`config.mk`:
```
export PLATFORM = sky130hd
export DESIGN_NAME = ips_patch_stream_applier_flat
export DESIGN_NICKNAME = d
export VERILOG_FILES = /design/src/rtl/ips_pkg.sv /design/src/rtl/ips_chan_if.sv /design/src/rtl/ips_csr_regs.sv /design/src/rtl/ips_parser.sv /design/src/rtl/ips_rsp_fifo.sv /design/src/rtl/ips_patch_stream_applier.sv /design/src/flat_wrapper.sv
export SDC_FILE = /design/constraint.sdc
export NUM_CORES = 1
export LEC_CHECK = 0
export BUFFER_PORTS_ARGS = -buffer_cell sky130_fd_sc_hd__buf_2
export CAP_MARGIN = 20
export CORE_ASPECT_RATIO = 0.7
export CORE_UTILIZATION = 63
export DETAILED_ROUTE_END_ITERATION = 6
export GPL_TIMING_DRIVEN = 0
export PLACE_DENSITY_LB_ADDON = 0.2
export SLEW_MARGIN = 20
export SYNTH_ARGS = -nofsm -noshare
export SYNTH_HDL_FRONTEND = slang
export SYNTH_SLANG_ARGS = --single-unit
export TNS_END_PERCENT = 30
```
`constraint.sdc`:
```
create_clock -name clock -period 13.8 [get_ports clock]
set_input_delay 3.45 -clock clock [delete_from_list [all_inputs] [get_ports clock]]
set_output_delay 3.45 -clock clock [all_outputs]
set_load 0.005 [all_outputs]
```
`src/rtl/ips_pkg.sv`:
```
// Shared types, constants and helpers of the IPS patch stream applier.
package ips_pkg;

   localparam int BYTE_W   = 8;
   localparam int KIND_W   = 2;
   localparam int ADDR_W   = 24;
   localparam int LEN_W    = 16;
   localparam int TLEN_W   = 25;
   localparam int CSR_AW   = 4;
   localparam int CSR_DW   = 32;
   localparam int RSP_DEPTH_DEFAULT = 4;

   localparam logic [KIND_W-1:0] KIND_WRITE = 2'd0;
   localparam logic [KIND_W-1:0] KIND_OK    = 2'd1;
   localparam logic [KIND_W-1:0] KIND_MAGIC = 2'd2;
   localparam logic [KIND_W-1:0] KIND_TRUNC = 2'd3;

   localparam logic [1:0] REG_CHECK_HEADER = 2'd0;
   localparam logic [1:0] REG_CHECK_END    = 2'd1;
   localparam logic [1:0] REG_TARGET_LEN   = 2'd2;

   localparam logic [TLEN_W-1:0] TLEN_RESET = 25'h100_0000;

   localparam logic [BYTE_W-1:0] ASCII_P = 8'h50;
   localparam logic [BYTE_W-1:0] ASCII_A = 8'h41;
   localparam logic [BYTE_W-1:0] ASCII_T = 8'h54;
   localparam logic [BYTE_W-1:0] ASCII_C = 8'h43;
   localparam logic [BYTE_W-1:0] ASCII_H = 8'h48;
   localparam logic [BYTE_W-1:0] ASCII_E = 8'h45;
   localparam logic [BYTE_W-1:0] ASCII_O = 8'h4F;
   localparam logic [BYTE_W-1:0] ASCII_F = 8'h46;
   localparam logic [ADDR_W-1:0] EOF_MARK = {ASCII_E, ASCII_O, ASCII_F};
   localparam logic [2:0] HEADER_LEN = 3'd5;

   typedef struct packed {
      logic              check_header;
      logic              check_end_marker;
      logic [TLEN_W-1:0] target_length;
   } cfg_type;

   typedef struct packed {
      logic [KIND_W-1:0] result_kind;
      logic [ADDR_W-1:0] write_address;
      logic [LEN_W-1:0]  run_length;
      logic [BYTE_W-1:0] fill_value;
      logic              final_result;
   } rsp_word_type;

   typedef struct packed {
      logic [1:0]   count;
      rsp_word_type first;
      rsp_word_type second;
   } push_type;

   function automatic logic [BYTE_W-1:0] magic_byte(input logic [2:0] idx);
      logic [BYTE_W-1:0] b;
      case (idx)
         3'd0: b = ASCII_P;
         3'd1: b = ASCII_A;
         3'd2: b = ASCII_T;
         3'd3: b = ASCII_C;
         3'd4: b = ASCII_H;
         default: b = '0;
      endcase
      return b;
   endfunction

endpackage

```
`src/rtl/ips_chan_if.sv`:
```
// Valid/ready channel interfaces for patch bytes and result words.
interface ips_req_if import ips_pkg::*; ();
   logic              valid;
   logic              ready;
   logic [BYTE_W-1:0] patch_byte;
   logic              stream_last;

   modport source (output valid, patch_byte, stream_last, input ready);
   modport sink   (input valid, patch_byte, stream_last, output ready);
endinterface

interface ips_rsp_if import ips_pkg::*; ();
   logic              valid;
   logic              ready;
   logic [KIND_W-1:0] result_kind;
   logic [ADDR_W-1:0] write_address;
   logic [LEN_W-1:0]  run_length;
   logic [BYTE_W-1:0] fill_value;
   logic              final_result;

   modport source (output valid, result_kind, write_address, run_length, fill_value,
                   final_result, input ready);
   modport sink   (input valid, result_kind, write_address, run_length, fill_value,
                   final_result, output ready);
endinterface

```
`src/rtl/ips_csr_regs.sv`:
```
// APB-style configuration registers of the IPS patch stream applier.
module ips_csr_regs import ips_pkg::*; (
   input  logic              clock,
   input  logic              reset,
   input  logic              psel,
   input  logic              penable,
   input  logic              pwrite,
   input  logic [CSR_AW-1:0] paddr,
   input  logic [CSR_DW-1:0] pwdata,
   output logic [CSR_DW-1:0] prdata,
   output logic              pready,
   output cfg_type           cfg
);

   logic              chk_hdr_ff, chk_hdr_in;
   logic              chk_end_ff, chk_end_in;
   logic [TLEN_W-1:0] tlen_ff, tlen_in;
   logic              wr_en;
   logic [1:0]        reg_idx;

   assign pready  = 1'b1;
   assign wr_en   = psel && penable && pwrite && pready;
   assign reg_idx = paddr[3:2];

   always_comb begin
      chk_hdr_in = chk_hdr_ff;
      chk_end_in = chk_end_ff;
      tlen_in    = tlen_ff;
      if (wr_en) begin
         unique case (reg_idx)
            REG_CHECK_HEADER: chk_hdr_in = pwdata[0];
            REG_CHECK_END:    chk_end_in = pwdata[0];
            REG_TARGET_LEN:   tlen_in    = pwdata[TLEN_W-1:0];
            default: ;
         endcase
      end
   end

   always_comb begin
      unique case (reg_idx)
         REG_CHECK_HEADER: prdata = {{(CSR_DW-1){1'b0}}, chk_hdr_ff};
         REG_CHECK_END:    prdata = {{(CSR_DW-1){1'b0}}, chk_end_ff};
         REG_TARGET_LEN:   prdata = {{(CSR_DW-TLEN_W){1'b0}}, tlen_ff};
         default:          prdata = '0;
      endcase
   end

   always_ff @(posedge clock) begin
      if (reset) begin
         chk_hdr_ff <= 1'b1;
         chk_end_ff <= 1'b1;
         tlen_ff    <= TLEN_RESET;
      end else begin
         chk_hdr_ff <= chk_hdr_in;
         chk_end_ff <= chk_end_in;
         tlen_ff    <= tlen_in;
      end
   end

   assign cfg = '{check_header: chk_hdr_ff, check_end_marker: chk_end_ff,
                  target_length: tlen_ff};

endmodule

```
`src/rtl/ips_parser.sv`:
```
// Input register and single-pass IPS record parser producing up to two result words.
module ips_parser import ips_pkg::*; (
   input  logic     clock,
   input  logic     reset,
   ips_req_if.sink  req_chan,
   input  cfg_type  cfg,
   input  logic     room,
   output push_type push
);

   localparam logic [2:0] PH_HEADER  = 3'd0;
   localparam logic [2:0] PH_OFFSET  = 3'd1;
   localparam logic [2:0] PH_SIZE    = 3'd2;
   localparam logic [2:0] PH_LITERAL = 3'd3;
   localparam logic [2:0] PH_COUNT   = 3'd4;
   localparam logic [2:0] PH_VALUE   = 3'd5;
   localparam logic [2:0] PH_IGNORE  = 3'd6;

   logic              in_vld_ff;
   logic [BYTE_W-1:0] in_byte_ff;
   logic              in_last_ff;
   logic [2:0]        phase_ff, phase_in;
   logic [2:0]        step_ff, step_in;
   logic [ADDR_W-1:0] offset_ff, offset_in;
   logic [LEN_W-1:0]  size_ff, size_in;
   logic [ADDR_W-1:0] wptr_ff, wptr_in;
   logic [LEN_W-1:0]  remain_ff, remain_in;

   logic              advance;
   logic              hdr_skip;
   logic [2:0]        cur_phase, cur_step, step_inc;
   logic [ADDR_W-1:0] offset_new;
   logic [LEN_W-1:0]  size_new, remain_dec;
   logic [TLEN_W-1:0] lit_end, fill_end;
   logic              wr_hit, fin_hit;
   logic [ADDR_W-1:0] wr_addr;
   logic [LEN_W-1:0]  wr_len;
   logic [KIND_W-1:0] fin_kind;
   rsp_word_type      wr_word, fin_word;

   assign advance        = in_vld_ff && room;
   assign req_chan.ready = !in_vld_ff || advance;

   assign hdr_skip   = (phase_ff == PH_HEADER) && !cfg.check_header;
   assign cur_phase  = hdr_skip ? PH_OFFSET : phase_ff;
   assign cur_step   = hdr_skip ? 3'd0 : step_ff;
   assign step_inc   = cur_step + 3'd1;
   assign offset_new = {offset_ff[ADDR_W-BYTE_W-1:0], in_byte_ff};
   assign size_new   = {size_ff[LEN_W-BYTE_W-1:0], in_byte_ff};
   assign remain_dec = remain_ff - 16'd1;
   assign lit_end    = {1'b0, offset_ff} + {{(TLEN_W-LEN_W){1'b0}}, size_new};
   assign fill_end   = {1'b0, offset_ff} + {{(TLEN_W-LEN_W){1'b0}}, size_ff};

   always_comb begin
      phase_in  = cur_phase;
      step_in   = cur_step;
      offset_in = offset_ff;
      size_in   = size_ff;
      wptr_in   = wptr_ff;
      remain_in = remain_ff;
      wr_hit    = 1'b0;
      wr_addr   = '0;
      wr_len    = '0;
      fin_hit   = 1'b0;
      fin_kind  = KIND_OK;
      unique case (cur_phase)
         PH_HEADER: begin
            if (cur_step >= HEADER_LEN || in_byte_ff != magic_byte(cur_step)) begin
               fin_hit  = 1'b1;
               fin_kind = KIND_MAGIC;
            end else if (step_inc == HEADER_LEN) begin
               phase_in = PH_OFFSET;
               step_in  = 3'd0;
               fin_hit  = in_last_ff;
               fin_kind = KIND_OK;
            end else begin
               step_in  = step_inc;
               fin_hit  = in_last_ff;
               fin_kind = KIND_TRUNC;
            end
         end
         PH_OFFSET: begin
            offset_in = offset_new;
            step_in   = step_inc;
            if (step_inc < 3'd3) begin
               fin_hit  = in_last_ff;
               fin_kind = KIND_TRUNC;
            end else if (cfg.check_end_marker && offset_new == EOF_MARK) begin
               fin_hit  = 1'b1;
               fin_kind = KIND_OK;
            end else if (in_last_ff) begin
               fin_hit  = 1'b1;
               fin_kind = KIND_TRUNC;
            end else begin
               phase_in = PH_SIZE;
               step_in  = 3'd0;
            end
         end
         PH_SIZE: begin
            size_in = size_new;
            step_in = step_inc;
            if (step_inc < 3'd2) begin
               fin_hit  = in_last_ff;
               fin_kind = KIND_TRUNC;
            end else if (lit_end > cfg.target_length || in_last_ff) begin
               fin_hit  = 1'b1;
               fin_kind = KIND_TRUNC;
            end else if (size_new != '0) begin
               phase_in  = PH_LITERAL;
               wptr_in   = offset_ff;
               remain_in = size_new;
            end else begin
               phase_in = PH_COUNT;
               step_in  = 3'd0;
            end
         end
         PH_LITERAL: begin
            wr_hit    = 1'b1;
            wr_addr   = wptr_ff;
            wr_len    = 16'd1;
            wptr_in   = wptr_ff + 24'd1;
            remain_in = remain_dec;
            if (remain_dec == '0) begin
               phase_in = PH_OFFSET;
               step_in  = 3'd0;
               fin_hit  = in_last_ff;
               fin_kind = KIND_OK;
            end else begin
               fin_hit  = in_last_ff;
               fin_kind = KIND_TRUNC;
            end
         end
         PH_COUNT: begin
            size_in = size_new;
            step_in = step_inc;
            if (in_last_ff) begin
               fin_hit  = 1'b1;
               fin_kind = KIND_TRUNC;
            end else if (step_inc >= 3'd2) begin
               phase_in = PH_VALUE;
            end
         end
         PH_VALUE: begin
            if (fill_end > cfg.target_length) begin
               fin_hit  = 1'b1;
               fin_kind = KIND_TRUNC;
            end else begin
               wr_hit   = (size_ff != '0);
               wr_addr  = offset_ff;
               wr_len   = size_ff;
               phase_in = PH_OFFSET;
               step_in  = 3'd0;
               fin_hit  = in_last_ff;
               fin_kind = KIND_OK;
            end
         end
         default: ;
      endcase
      if (in_last_ff) begin
         phase_in = PH_HEADER;
         step_in  = 3'd0;
      end else if (fin_hit) begin
         phase_in = PH_IGNORE;
      end
   end

   assign wr_word  = '{result_kind: KIND_WRITE, write_address: wr_addr, run_length: wr_len,
                       fill_value: in_byte_ff, final_result: 1'b0};
   assign fin_word = '{result_kind: fin_kind, write_address: '0, run_length: '0,
                       fill_value: '0, final_result: 1'b1};

   assign push.first  = wr_hit ? wr_word : fin_word;
   assign push.second = fin_word;
   assign push.count  = advance ? ({1'b0, wr_hit} + {1'b0, fin_hit}) : 2'd0;

   always_ff @(posedge clock) begin
      if (reset) begin
         in_vld_ff <= 1'b0;
         phase_ff  <= PH_HEADER;
         step_ff   <= 3'd0;
      end else begin
         if (req_chan.ready) begin
            in_vld_ff <= req_chan.valid;
         end
         if (advance) begin
            phase_ff <= phase_in;
            step_ff  <= step_in;
         end
      end
   end

   always_ff @(posedge clock) begin
      if (req_chan.valid && req_chan.ready) begin
         in_byte_ff <= req_chan.patch_byte;
         in_last_ff <= req_chan.stream_last;
      end
      if (advance) begin
         offset_ff <= offset_in;
         size_ff   <= size_in;
         wptr_ff   <= wptr_in;
         remain_ff <= remain_in;
      end
   end

endmodule

```
`src/rtl/ips_rsp_fifo.sv`:
```
// Result word queue taking up to two words a cycle and handing out one.
module ips_rsp_fifo import ips_pkg::*; #(
   parameter int DEPTH = RSP_DEPTH_DEFAULT
) (
   input  logic      clock,
   input  logic      reset,
   input  push_type  push,
   output logic      room,
   ips_rsp_if.source rsp_chan
);

   localparam int PTR_W = $clog2(DEPTH);
   localparam int CNT_W = $clog2(DEPTH + 1);

   rsp_word_type     mem_ff [DEPTH];
   logic [PTR_W-1:0] wr_ptr_ff, wr_ptr_in;
   logic [PTR_W-1:0] rd_ptr_ff, rd_ptr_in;
   logic [CNT_W-1:0] count_ff, count_in;
   logic [PTR_W-1:0] wr_ptr_p1, wr_ptr_p2;
   logic             pop;
   rsp_word_type     head;

   function automatic logic [PTR_W-1:0] ptr_next(input logic [PTR_W-1:0] p);
      return (p == PTR_W'(DEPTH - 1)) ? '0 : p + PTR_W'(1);
   endfunction

   assign wr_ptr_p1 = ptr_next(wr_ptr_ff);
   assign wr_ptr_p2 = ptr_next(wr_ptr_p1);
   assign pop       = rsp_chan.valid && rsp_chan.ready;
   assign room      = (count_ff <= CNT_W'(DEPTH - 2));

   always_comb begin
      case (push.count)
         2'd1:    wr_ptr_in = wr_ptr_p1;
         2'd2:    wr_ptr_in = wr_ptr_p2;
         default: wr_ptr_in = wr_ptr_ff;
      endcase
      rd_ptr_in = pop ? ptr_next(rd_ptr_ff) : rd_ptr_ff;
      count_in  = count_ff + CNT_W'(push.count) - CNT_W'(pop);
   end

   always_ff @(posedge clock) begin
      if (reset) begin
         wr_ptr_ff <= '0;
         rd_ptr_ff <= '0;
         count_ff  <= '0;
      end else begin
         wr_ptr_ff <= wr_ptr_in;
         rd_ptr_ff <= rd_ptr_in;
         count_ff  <= count_in;
      end
   end

   always_ff @(posedge clock) begin
      if (push.count != 2'd0) begin
         mem_ff[wr_ptr_ff] <= push.first;
      end
      if (push.count == 2'd2) begin
         mem_ff[wr_ptr_p1] <= push.second;
      end
   end

   assign head                   = mem_ff[rd_ptr_ff];
   assign rsp_chan.valid         = (count_ff != '0);
   assign rsp_chan.result_kind   = head.result_kind;
   assign rsp_chan.write_address = head.write_address;
   assign rsp_chan.run_length    = head.run_length;
   assign rsp_chan.fill_value    = head.fill_value;
   assign rsp_chan.final_result  = head.final_result;

endmodule

```
`src/rtl/ips_patch_stream_applier.sv`:
```
// Top level of the IPS patch stream applier: registers, parser and result queue.
//
//   channel   direction  handshake            word
//   req_chan  in         valid/ready          patch_byte, stream_last
//   rsp_chan  out        valid/ready          result_kind .. final_result
//   APB       in/out     psel/penable/pready  32-bit registers at 4*index
//
// One patch byte is taken per cycle while the result queue has room; its result words pass
// through the input register and then the result queue before they are offered.
// A byte that gives two words (a write followed by the end status) puts both into
// the result queue of RSP_DEPTH words, which hands them out one at a time.
// Reset clears the parser, the queue and restores the registers to defaults.
// Input stalls when the queue has fewer than two free slots.
module ips_patch_stream_applier import ips_pkg::*; #(
   parameter int RSP_DEPTH = RSP_DEPTH_DEFAULT
) (
   input  logic              clock,
   input  logic              reset,
   ips_req_if.sink           req_chan,
   ips_rsp_if.source         rsp_chan,
   input  logic              psel,
   input  logic              penable,
   input  logic              pwrite,
   input  logic [CSR_AW-1:0] paddr,
   input  logic [CSR_DW-1:0] pwdata,
   output logic [CSR_DW-1:0] prdata,
   output logic              pready
);

   cfg_type  cfg;
   push_type push;
   logic     room;

   ips_csr_regs u_csr (
      .clock   (clock),
      .reset   (reset),
      .psel    (psel),
      .penable (penable),
      .pwrite  (pwrite),
      .paddr   (paddr),
      .pwdata  (pwdata),
      .prdata  (prdata),
      .pready  (pready),
      .cfg     (cfg)
   );

   ips_parser u_parser (
      .clock    (clock),
      .reset    (reset),
      .req_chan (req_chan),
      .cfg      (cfg),
      .room     (room),
      .push     (push)
   );

   ips_rsp_fifo #(
      .DEPTH (RSP_DEPTH)
   ) u_fifo (
      .clock    (clock),
      .reset    (reset),
      .push     (push),
      .room     (room),
      .rsp_chan (rsp_chan)
   );

endmodule

```
`src/flat_wrapper.sv`:
```
// flat-port wrapper written by rule: the top's interface ports become plain ports
module ips_patch_stream_applier_flat import ips_pkg::*;
#(
   parameter int RSP_DEPTH = RSP_DEPTH_DEFAULT
)
  (clock, reset, psel, penable, pwrite, paddr, pwdata, prdata, pready, req_chan_valid, req_chan_patch_byte, req_chan_stream_last, req_chan_ready, rsp_chan_valid, rsp_chan_result_kind, rsp_chan_write_address, rsp_chan_run_length, rsp_chan_fill_value, rsp_chan_final_result, rsp_chan_ready);
  ips_req_if req_chan_i ();
  ips_rsp_if rsp_chan_i ();
  input  logic clock;
  input  logic reset;
  input  logic psel;
  input  logic penable;
  input  logic pwrite;
  input  logic [CSR_AW-1:0] paddr;
  input  logic [CSR_DW-1:0] pwdata;
  output logic [CSR_DW-1:0] prdata;
  output logic pready;
  input wire logic [$bits(req_chan_i.valid)-1:0] req_chan_valid;
  input wire logic [$bits(req_chan_i.patch_byte)-1:0] req_chan_patch_byte;
  input wire logic [$bits(req_chan_i.stream_last)-1:0] req_chan_stream_last;
  output wire logic [$bits(req_chan_i.ready)-1:0] req_chan_ready;
  output wire logic [$bits(rsp_chan_i.valid)-1:0] rsp_chan_valid;
  output wire logic [$bits(rsp_chan_i.result_kind)-1:0] rsp_chan_result_kind;
  output wire logic [$bits(rsp_chan_i.write_address)-1:0] rsp_chan_write_address;
  output wire logic [$bits(rsp_chan_i.run_length)-1:0] rsp_chan_run_length;
  output wire logic [$bits(rsp_chan_i.fill_value)-1:0] rsp_chan_fill_value;
  output wire logic [$bits(rsp_chan_i.final_result)-1:0] rsp_chan_final_result;
  input wire logic [$bits(rsp_chan_i.ready)-1:0] rsp_chan_ready;
  assign req_chan_i.valid = req_chan_valid;
  assign req_chan_i.patch_byte = req_chan_patch_byte;
  assign req_chan_i.stream_last = req_chan_stream_last;
  assign req_chan_ready = req_chan_i.ready;
  assign rsp_chan_valid = rsp_chan_i.valid;
  assign rsp_chan_result_kind = rsp_chan_i.result_kind;
  assign rsp_chan_write_address = rsp_chan_i.write_address;
  assign rsp_chan_run_length = rsp_chan_i.run_length;
  assign rsp_chan_fill_value = rsp_chan_i.fill_value;
  assign rsp_chan_final_result = rsp_chan_i.final_result;
  assign rsp_chan_i.ready = rsp_chan_ready;
  ips_patch_stream_applier #(.RSP_DEPTH(RSP_DEPTH)) u_core (.clock(clock), .reset(reset), .req_chan(req_chan_i), .rsp_chan(rsp_chan_i), .psel(psel), .penable(penable), .pwrite(pwrite), .paddr(paddr), .pwdata(pwdata), .prdata(prdata), .pready(pready));
endmodule
```
# Word-level counts from Yosys, hierarchy flattened
# Memories as Yosys holds them, arrays and structs flattened. A register that Yosys moved wholly into a read port is not among the register bits.
# Index checks and enable logic that the tools add are counted.
# Widths: inputs -> output; s select.
[word_totals]
ff_bits = 130
latchBits = 0
mem_bits_rw = 204
mem_bits_ro = 0
wordCells = 159
mem_count = 1
[memory_table]
columns = ["memory", "depth", "word_bits", "read_ports", "rd_ports_with_merged_regs", "wr", "line", "source"]
rows = [
  ["u_core.u_fifo.mem_ff", 4, 51, 1, 1, 2, "ips_rsp_fifo.sv:15", "rsp_word_type mem_ff [DEPTH];"],
]
[classes]
add_sub_neg = 11
n_mul = 0
div = 0
order_cmp = 7
n_eq_ne = 22
shift = 0
mux = 73
bitwise_logic = 0
reduce_logical = 30
[op_table]
columns = ["cell", "count"]
rows = [
  ["$mux 24", 4],
  ["$pmux 24 s2", 2],
  ["$pmux 25 s3", 1],
  ["$mux 3", 24],
  ["$mux 16", 4],
  ["$pmux 16 s2", 2],
  ["$mux 51", 1],
  ["$add 24x16->25", 2],
  ["$gt 25x25->1", 2],
  ["$pmux 3 s6", 2],
  ["$pmux 7 s5", 1],
  ["$reduce_bool 16->1", 2],
  ["$mux 2", 15],
  ["$add 24x1->24 const B", 1],
  ["$eq 24x23->1 const B", 1],
  ["$logic_not 16->1", 1],
  ["$sub 16x1->16 const B", 1],
  ["$eq 3x2->1 const B", 4],
  ["$eq 3x3->1 const B", 4],
  ["$mux 1", 12],
  ["$pmux 2 s6", 1],
  ["$eq 2x2->1 const B", 5],
  ["$reduce_and 2->1", 5],
  ["$logic_not 3->1", 3],
  ["other kinds (25)", 43],
]

# Depth between registers and ports, before layout
# Gate-level depths: netlist of run 1.
[depth]
ltp_word = 15
mapped_depth = 32
ltp_nobuf = 30

# By module
# From an unflattened synthesis of run 1, not the netlist that was laid out.
[hier_totals]
cells_unflattened = 1685
hier_area_um2 = 20587.2
[by_module_without_submodules]
columns = ["mod", "n_inst", "cells_per_inst", "area_each_um2"]
rows = [
  ["ips_rsp_fifo", 1, 561, 10556.4],
  ["ips_parser", 1, 963, 8528.2],
  ["ips_csr_regs", 1, 161, 1502.7],
]

# Least setup slack after synthesis of run 1
# Ideal clock, no wire load.
[synth_path]
path_type = "input to output"
startpoint = "in paddr[2]"
endpoint = "out prdata[15]"
arrival_time_ps = 4250
required_time_ps = 10350
setup_slack_ps = 6100
path_stages = 4
cell_sequence = "clkbuf_1 nor2b_1 clkbuf_1 and2_1"
[synth_between]
elab_chain_cells = 2
[synth_rtl]
columns = ["item", "line", "source"]
rows = [
  ["start, declared", "flat_wrapper.sv:14", "input logic [CSR_AW-1:0] paddr;"],
  ["$eq 2x2->1 (tied with other cells)", "ips_csr_regs.sv:40", "unique case (reg_idx)"],
  ["$pmux 25 s3 (*)", "ips_csr_regs.sv:40", ""],
  ["end, declared", "flat_wrapper.sv:16", "output logic [CSR_DW-1:0] prdata;"],
]
# Every way passes the cells marked *; elsewhere a longest branch is shown, timed or not.

==> results.toml, run 1 <==
[global_route]
grt_max_degree = 29
grt-ovfl-total = 0
grt_pass1_vias = 15300
grt_pass1_wl_mm = 84.2
grt_antenna_before_repair = 0
track_usage_pct = 37.2

[clocking]
path_clk_slew_ns = 0.07
clock-sinks = 336
postCtsSetupBuffers = 0
htree_num_levels = 2
insertion_delay_ns = 0.54
hold_buffers = 0
post_cts_resized = 0
cts_root_buf = "clkbuf_16"
clock_path_buffers = 3
cts_tree = "yes"
numCtsBuffers = 34

[timing]
min_period_over_period_pct = 64.1
tns_ns = 0
hold_violations = 0
setup_viol = 0
hold_ws_ns = 0.447
grt_setup_unrepaired = "no"
worst_slew_pin_slew_ns = 0.969
slew_viol_final = 0
max_slew_margin_pct = 35.4
period_needed_ns = 8.85
finalClockSkew_ns = 0.0206
max_freq_mhz = 113

[routing]
ant_nets = 0
routed_via_density = 6.48
drc = 0
drt_wl_total_mm = 54.8
firstDrtPassIters = 6
wl_per_cell_um = 21.6
vias = 16400
first_iter_violations = 2058

[logic_synthesis]
yosys_warnings = 0
seq_area_frac_synth_pct = 42.7
yosysTopAreaCell = "dfxtp_1"
async_reset_ff_share_pct = 0
synth-main-ff-cell = "dfxtp_1"
postSynthAreaPerCell_um2 = 9.11
synth_cell_types = 75
syn_area_um2 = 18000
syn-instance-count = 1980
synth_top_cell_area_share_pct = 26.5
synth_seq_cells = 336
synth_area_leaders = "dfxtp_1 27%, edfxtp_1 16%, a21oi_1 7.6%, ha_1 7.4%, mux4_2 6.4%"
synth-edff-count = 97

[critical_path]
worstPathArrival_ns = 9.30
required_ns = 14.25
slowest_delay_ns = 0.80
cp-end-kind = "flip-flop"
critPathTopFamily = "compound AO/OA/AOI/OAI gates"
r2r_slack_ns = 4.95
cp-start-kind = "flip-flop"
criticalPathCategory = "flip-flop to flip-flop"
cp_common_cell = "ha_1"
critPathSlowestCell = "edfxtp_1"
critical_path.max_fanout = 10
critical_path_buf_inv_count = 6

[placed_design]
placement.io_buffers = 119
gp_congestion = 0.965
dp_hpwl_mm = 39.7
place_inst = 2478

[layout]
drive_gt1_share_pct = 12.6
fin_nets = 2304
multi_input_area_um2 = 9560
diodes = 0
n_fill_cell = 2086
area_growth_syn_to_layout_pct = 12.8
regArea_um2 = 7700
fin_cells = 2540

[floorplan]
fp.coreArea_um2 = 27900
rows = 51
die_w_um = 204
die-area_um2 = 29300
ioPinCount = 138
fp.dieH_um = 144
start_util_pct = 64.6

[power_and_ir_drop]
p_per_area_nw_per_um2 = 143
leakagePower_nw = 7.66
peakVddDrop_v = 0.000130

[worst_hold_path]
hold_class = "flip-flop to flip-flop"

[outcome]
status = "complete, no violations"

[run]
cap_violations = 0
## path summary, 6_finish.rpt
path / end / start / cells after the start
setup reg to reg: u_core.u_fifo.mem_ff[1][10]$_SDFFE_PP0P_ / u_core.u_parser.size_ff[1]$_DFFE_PP_ / 29
hold reg to reg: u_core.u_fifo.mem_ff[2][0]$_SDFFE_PP1P_ / u_core.u_fifo.mem_ff[2][0]$_SDFFE_PP1P_ / 2
hold / removal: u_core.u_fifo.mem_ff[2][0]$_SDFFE_PP1P_ / u_core.u_fifo.mem_ff[2][0]$_SDFFE_PP1P_ / 2
setup / recovery: u_core.u_fifo.mem_ff[1][10]$_SDFFE_PP0P_ / u_core.u_parser.size_ff[1]$_DFFE_PP_ / 29
## report_power, final
| part | switching, mW | total, mW | internal [mW] |
|---|---|---|---|
| combinational | 0.338 | 0.628 | 0.290 |
| clock | 0.414 | 0.984 | 0.570 |
| sequential | 0.101 | 1.29 | 1.19 |
| total | 0.852 | 2.90 | 2.05 |
## routing by layer
metal  routed length (um)  part of all wire (%)  global-route usage (%)
met2                23200                    42                    54.8
met1                22600                    41                    52.2
met3                 7390                    13                    11.2
met4                 1640                   3.0                    12.0
met5                    0                     0                       0
## state kept, by name (all words and copies together) (netlist names), 2 cells and up, named ones only
name,cells
u_core.u_fifo.rd_ptr_ff,2
u_core.u_fifo.mem_ff,204
u_core.u_csr.tlen_ff,25
u_core.u_fifo.count_ff,3
u_core.u_parser.in_byte_ff,8
u_core.u_parser.offset_ff,24
u_core.u_parser.wptr_ff,24
u_core.u_parser.size_ff,16
u_core.u_parser.phase_ff,3
u_core.u_parser.step_ff,3
u_core.u_parser.remain_ff,16
u_core.u_fifo.wr_ptr_ff,2
## synthesized netlist by cell type, types with 3 or more instances
master,count
a31oi_1,8
edfxtp_1,97
or4_1,6
or3_1,3
mux4_2,51
fa_1,3
nor3_1,29
nand4_1,19
a21oi_1,275
nand3b_1,8
clkbuf_1,96
buf_1,27
and2_1,35
and4_1,4
a211oi_1,16
ha_1,106
buf_4,9
o21bai_1,4
xnor2_1,55
nand2b_1,23
or2_2,4
inv_1,59
a22oi_1,21
nor4_1,12
nor2_1,80
buf_2,12
a211o_1,4
o211ai_1,7
nor2b_1,15
o21ai_0,154
a21o_1,13
xor2_1,26
o21a_1,10
nand4b_1,3
nand3_1,123
a21boi_0,4
and3_1,8
mux2i_1,5
dfxtp_1,239
nand2_1,257
o31a_1,5
o211a_1,3
## stage by stage
step / utilization, % / power, mW / worst slack, ns / instance area, um2
final: 72.8 / 2.90 / 4.95 / 20300
after global routing: 72.8 / 3.02 / 4.69 / 20300
after CTS: 72.8 / 2.88 / 5.30 / 20300
after detailed placement: 68.6 / 1.91 / 5.36 / 19200
after global placement: 68.4 / 1.87 / 5.58 / 19100
after floorplan: - / 1.69 / 6.10 / 18100
## kinds of logic (layout without fill, tap and decap cells)
| kind of cell | count (synthesis) | after routing | synth area share [%] |
|---|---|---|---|
| flops | 336 | 336 | 42.7 |
| fa+ha+maj | 109 | 109 | 7.68 |
| buf+inv | 204 | 387 | 4.56 |
| other cells | 2 | 8 | 0.0416 |
| xor+xnor | 81 | 81 | 3.93 |
| simple gates | 641 | 641 | 17.0 |
| compound gates | 550 | 550 | 17.4 |
| mux | 57 | 57 | 6.71 |
## layout make-up
| class | instances | share of cell area (%) |
|---|---|---|
| Sequential cell | 336 | 37.8 |
| Tap cell | 371 | 2.28 |
| Buffer | 145 | 2.95 |
| Clock buffer | 47 | 4.92 |
| Timing Repair Buffer | 121 | 3.06 |
| Clock inverter | 15 | 0.879 |
| Multi-Input combinational cell | 1446 | 47.0 |
| Inverter | 59 | 1.09 |
## worst reg2reg max path: cells and delay by family (launching register included)
family,cells,cell delay (ns)
and+or+nand+nor,8,2.07
DFF,1,0.80
buffers and inverters,6,1.89
AOI/OAI and AO/OA,10,2.62
adders and majority gates,4,1.34
xor gates and xnor gates,1,0.08
## cell usage in the layout (no fill, tap or decap), drive strengths merged, types with 23 or more instances in the layout
cell type	n
a21oi	276
nand2	257
dfxtp	239
buf	170
o21ai	155
clkbuf	143
nand3	123
ha	106
edfxtp	97
nor2	81
inv	63
xnor2	55
mux4	51
and2	35
nor3	30
xor2	26
nand2b	23
(Power assumes the default switching activity.)
==> inputs of run 2 (changes only) <==
--- a/config.mk
+++ b/config.mk
@@ -8,7 +8,7 @@
 export BUFFER_PORTS_ARGS = -buffer_cell sky130_fd_sc_hd__buf_2
 export CAP_MARGIN = 20
 export CORE_ASPECT_RATIO = 0.7
-export CORE_UTILIZATION = 63
+export CORE_UTILIZATION = 55
 export DETAILED_ROUTE_END_ITERATION = 6
 export GPL_TIMING_DRIVEN = 0
 export PLACE_DENSITY_LB_ADDON = 0.2
==> constraint.sdc (replaced) <==
create_clock -name clock -period 7.15 [get_ports clock]
set_input_delay 1.7875 -clock clock [delete_from_list [all_inputs] [get_ports clock]]
set_output_delay 1.7875 -clock clock [all_outputs]
set_load 0.005 [all_outputs]
==> results.toml, run 2 (synthesis results as in run 1) <==
[outcome]
status = "complete, no violations"

[clocking]
clock-sinks = 336
insertion_delay_ns = 0.54
path_clk_slew_ns = 0.06
htree_num_levels = 2
numCtsBuffers = 36
cts_root_buf = "clkbuf_16"
cts_tree = "yes"
clock_path_buffers = 3

[routing]
ant_nets = 0
first_iter_violations = 2108
drt_wl_total_mm = 55.9
routed_via_density = 6.30
drc = 0
vias = 16400
firstDrtPassIters = 6
wl_per_cell_um = 21.5

[global_route]
track_usage_pct = 33.1
grt_pass1_vias = 15600
grt-ovfl-total = 0
grt_antenna_before_repair = 0
grt_max_degree = 27
grt_pass1_wl_mm = 86.2

[timing]
tns_ns = 0
min_period_over_period_pct = 96.6
layout_setup_ws_ns = 0.242
setup_viol = 0
worst_slew_pin_slew_ns = 0.937
hold_ws_ns = 0.451
finalClockSkew_ns = 0.0108
hold_violations = 0
max_freq_mhz = 145
slew_viol_final = 0
period_needed_ns = 6.91
max_slew_margin_pct = 37.6

[layout]
reg.largest.list = "u_core.u_fifo.mem_ff (204), u_core.u_csr.tlen_ff (25)"
fin_cells = 2602
n_fill_cell = 2627
multi_input_area_um2 = 9710
design_area_um2 = 20800
final_cell_mix = "273 x a21oi_1, 252 x nand2_1, 239 x dfxtp_1, 153 x o21ai_0, 133 x buf_2"
area_growth_syn_to_layout_pct = 15.5
drive_gt1_share_pct = 17.2
final_common_cell = "a21oi_1"
top_register = "u_core.u_fifo.mem_ff"
post-route-util_pct = 64.6
regArea_um2 = 7700
fin_nets = 2308
largest_reg_flops = 204

[power_and_ir_drop]
p_sw_share_pct = 28.9
p_per_area_nw_per_um2 = 273
p_seq_share_pct = 43.7
peakVddDrop_v = 0.000265
p_int_mw = 4.04
p_sw_mw = 1.64
combinationalPowerShare_pct = 21.8
pwr-share-clk_pct = 34.5
leakagePower_nw = 7.98
p_total_mw = 5.68

[critical_path]
cp-start-kind = "flip-flop"
cp-end-kind = "flip-flop"
required_ns = 7.60
worstPathArrival_ns = 7.35
critPathSlowestCell = "edfxtp_1"
slowest_delay_ns = 0.61
criticalPathCategory = "flip-flop to flip-flop"
critical_path.max_fanout = 10

[placed_design]
postPlaceCellArea_um2 = 19200
placement.io_buffers = 119
pre_cts_ws_ns = -1.31
place_inst = 2534
dp_hpwl_mm = 40.2
gp_congestion = 0.934

[worst_hold_path]
hold_class = "flip-flop to flip-flop"

[floorplan]
rows = 55
die_w_um = 218
ioPinCount = 138
fp.coreArea_um2 = 32300
start_util_pct = 55.9
die-area_um2 = 33500
fp.dieH_um = 154

[run]
cap_violations = 0
==> run 2: cell count changes in the layout (fill, tap and decap cells not counted), sizes merged <==
cell      previous run  this run
buf                170       178
bufinv               3         2
clkbuf             143       142
clkinvlp             1         0
diode                0         1
==> run 2: power groups by stage <==
stage	sequential [mW]	clock, mW	combinational [mW]
floorplan	2.44	0	0.833
global placement	2.49	0	1.13
detailed placement	2.51	0	1.18
CTS	2.47	1.97	1.21
global route	2.51	2.05	1.36
finish	2.48	1.96	1.24
==> run 2: critical path: cells and delay by family (launching register included) <==
family | cells | cell delay (ns)
fa+ha+maj | 4 | 1.34
flops | 1 | 0.61
compound gates | 9 | 2.12
xor+xnor | 1 | 0.13
buf+inv | 6 | 1.15
simple gates | 9 | 1.43
==> run 2: cell type report <==
| type | count | area share [%] |
|---|---|---|
| multi-input combinational | 1446 | 46.6 |
| inverter | 59 | 1.06 |
| buffer | 136 | 3.45 |
| sequential | 336 | 36.9 |
| tap | 427 | 2.56 |
| antenna | 1 | 0.0120 |
| timing repair buffer | 132 | 3.39 |
| clock buffer | 52 | 5.34 |
| clock inverter | 13 | 0.643 |
==> run 2: path summary, 6_finish.rpt <==
check,from,to,slack (ns),cells after the start
max,u_core.u_parser.size_ff[5]$_DFFE_PP_,u_core.u_fifo.mem_ff[1][17]$_SDFFE_PP0P_,0.24,29
min,u_core.u_fifo.mem_ff[3][19]$_SDFFE_PP0P_,u_core.u_fifo.mem_ff[3][19]$_SDFFE_PP0P_,0.45,2
max reg2reg,u_core.u_parser.size_ff[5]$_DFFE_PP_,u_core.u_fifo.mem_ff[1][17]$_SDFFE_PP0P_,0.24,29
min reg2reg,u_core.u_fifo.mem_ff[3][19]$_SDFFE_PP0P_,u_core.u_fifo.mem_ff[3][19]$_SDFFE_PP0P_,0.45,2
==> run 2: per-layer routing <==
| layer | share of wire, % | GRT usage [%] | vias to the layer above |
|---|---|---|---|
| met5 | 0 | 0 | - |
| met4 | 3.0 | 10.6 | 0 |
| met3 | 12 | 7.54 | 116 |
| met2 | 43 | 48.7 | 978 |
| met1 | 42 | 47.9 | 7856 |
| li1 | - | - | 7445 |
==> run 2: what timing repair did <==
item,CTS,global route
hold buffers,0,0
setup endpoints to repair,216,216
gates resized for setup,85,56
pin swaps,1,7
buffers inserted,9,2
==> inputs of run 3 (changes only) <==
==> constraint.sdc (replaced) <==
create_clock -name clock -period 6.1 [get_ports clock]
set_input_delay 1.525 -clock clock [delete_from_list [all_inputs] [get_ports clock]]
set_output_delay 1.525 -clock clock [all_outputs]
set_load 0.005 [all_outputs]
==> results.toml, run 3 (synthesis results as in run 1) <==
[outcome]
status = "complete, no violations"

[layout]
diodes = 0
design_area_um2 = 21600
final_common_cell = "a21oi_1"
post-route-util_pct = 67.0
drive_gt1_share_pct = 21.2
area_growth_syn_to_layout_pct = 19.8
fin_cells = 2630
n_fill_cell = 2571
multi_input_area_um2 = 10100
largest_reg_flops = 204
top_register = "u_core.u_fifo.mem_ff"
final_cell_mix = "254 x a21oi_1, 247 x nand2_1, 239 x dfxtp_1, 145 x o21ai_0, 132 x buf_2"
regArea_um2 = 7700
reg.largest.list = "u_core.u_fifo.mem_ff (204), u_core.u_csr.tlen_ff (25)"
fin_nets = 2337

[clocking]
hold_buffers = 0
numCtsBuffers = 35
insertion_delay_ns = 0.54
cts_root_buf = "clkbuf_16"
htree_num_levels = 2
cts_tree = "yes"
path_clk_slew_ns = 0.07
clock_path_buffers = 3
clock-sinks = 336

[routing]
top_layer = "met5"
wl_met3_mm = 6.65
ant_nets = 0
drc = 0
wl_per_cell_um = 21.7
first_iter_violations = 1939
routed_via_density = 6.30
dr_wl_met2_mm = 24.8
firstDrtPassIters = 6
drt_wl_total_mm = 57.0
vias = 16600
wl_met1_mm = 24.3

[placed_design]
gp_congestion = 0.940
placement.io_buffers = 119
dp_hpwl_mm = 40.0
postPlaceCellArea_um2 = 19300
place_inst = 2534

[power_and_ir_drop]
p_total_mw = 6.63
peakVddDrop_v = 0.000281
leakagePower_nw = 8.23
p_per_area_nw_per_um2 = 306

[critical_path]
critPathSlowestCell = "edfxtp_1"
endpoint = "u_core.u_fifo.mem_ff[1][1]$_SDFFE_PP0P_"
criticalPathCategory = "flip-flop to flip-flop"
r2r_start = "u_core.u_parser.size_ff[1]$_DFFE_PP_"
cp-end-kind = "flip-flop"
r2r_slack_ns = 0.06
reg2reg_depth = 29
required_ns = 6.56
timing.rr.end = "u_core.u_fifo.mem_ff[1][1]$_SDFFE_PP0P_"
worstSetupStartpoint = "u_core.u_parser.size_ff[1]$_DFFE_PP_"
cp-start-kind = "flip-flop"
worstPathArrival_ns = 6.50
critical_path.max_fanout = 8
slowest_delay_ns = 0.41

[run]
cap_violations = 0

[global_route]
grt_pass1_vias = 15400
grt-ovfl-total = 0
track_usage_pct = 33.1
grt_max_degree = 28
grt_antenna_before_repair = 0
grt_pass1_wl_mm = 86.4

[floorplan]
die-area_um2 = 33500
start_util_pct = 55.9
fp.coreArea_um2 = 32300
rows = 55
ioPinCount = 138
fp.dieH_um = 154
die_w_um = 218

[timing]
max_freq_mhz = 165
period_needed_ns = 6.04
worst_slew_pin_slew_ns = 1.05
tns_ns = 0
min_period_over_period_pct = 99.1
grt_setup_unrepaired = "yes"
finalClockSkew_ns = 0.0258
slew_viol_final = 0
setup_viol = 0
hold_violations = 0
max_slew_margin_pct = 29.8

[worst_hold_path]
min_from = "u_core.u_fifo.mem_ff[3][0]$_SDFFE_PP1P_"
hold_class = "flip-flop to flip-flop"
==> run 3: per-layer routing <==
layer	vias to the layer above	track usage, %
met5	-	1.45
met4	2	8.23
met3	97	7.54
met2	953	48.9
met1	8008	48.7
li1	7505	-
==> run 3: per-stage QoR <==
step | hold WS, ns | worst slack [ns]
2_1_floorplan | 0.418 | -0.0173
5_1_grt | 0.464 | -0.142
6_report | 0.445 | 0.0564
4_1_cts | 0.446 | -0.0351
3_5_place_dp | 0.435 | -2.26
3_3_place_gp | 0.430 | -2.15
==> run 3: worst min path at each step <==
stage | slack [ns] | end | depth (start not counted)
floorplan | 0.42 | u_core.u_fifo.mem_ff[1][0]$_SDFFE_PP1P_ | 2
global placement | 0.43 | u_core.u_fifo.mem_ff[2][0]$_SDFFE_PP1P_ | 2
detailed placement | 0.44 | u_core.u_fifo.mem_ff[3][0]$_SDFFE_PP1P_ | 2
CTS | 0.45 | u_core.u_fifo.mem_ff[3][0]$_SDFFE_PP1P_ | 2
global route | 0.46 | u_core.u_fifo.mem_ff[3][0]$_SDFFE_PP1P_ | 2
finish | 0.45 | u_core.u_fifo.mem_ff[3][0]$_SDFFE_PP1P_ | 2
==> run 3: area by class of cell <==
class	instances	area share (%)
multi-input cells	1446	46.7
flip-flops and latches	336	35.6
repair buffers	165	4.72
clock buffers	45	4.53
plain buffers	133	4.24
well taps	427	2.47
inverters	59	1.04
clock inverters	19	0.747
==> run 3: power by group <==
part,switching (mW),internal (mW)
Clock,0.941,1.23
Combinational,0.809,0.737
Sequential,0.219,2.69
Total,1.97,4.66
==> run 3: what timing repair did <==
action	in CTS	in global routing
gates cloned	2	2
setup buffers	25	15
gates resized for setup	170	89
setup endpoints to repair	217	216
pin swaps	24	39
==> run 3: worst max-delay path, delay by kind of cell, from the launching register on <==
| family | cells | cell delay [ns] |
|---|---|---|
| AO/OA/AOI/OAI | 11 | 2.70 |
| flip-flops | 1 | 0.41 |
| buffers and inverters | 5 | 0.83 |
| AND/OR/NAND/NOR | 8 | 1.05 |
| XOR/XNOR | 1 | 0.07 |
| adder cells (fa/ha/maj) | 4 | 0.87 |
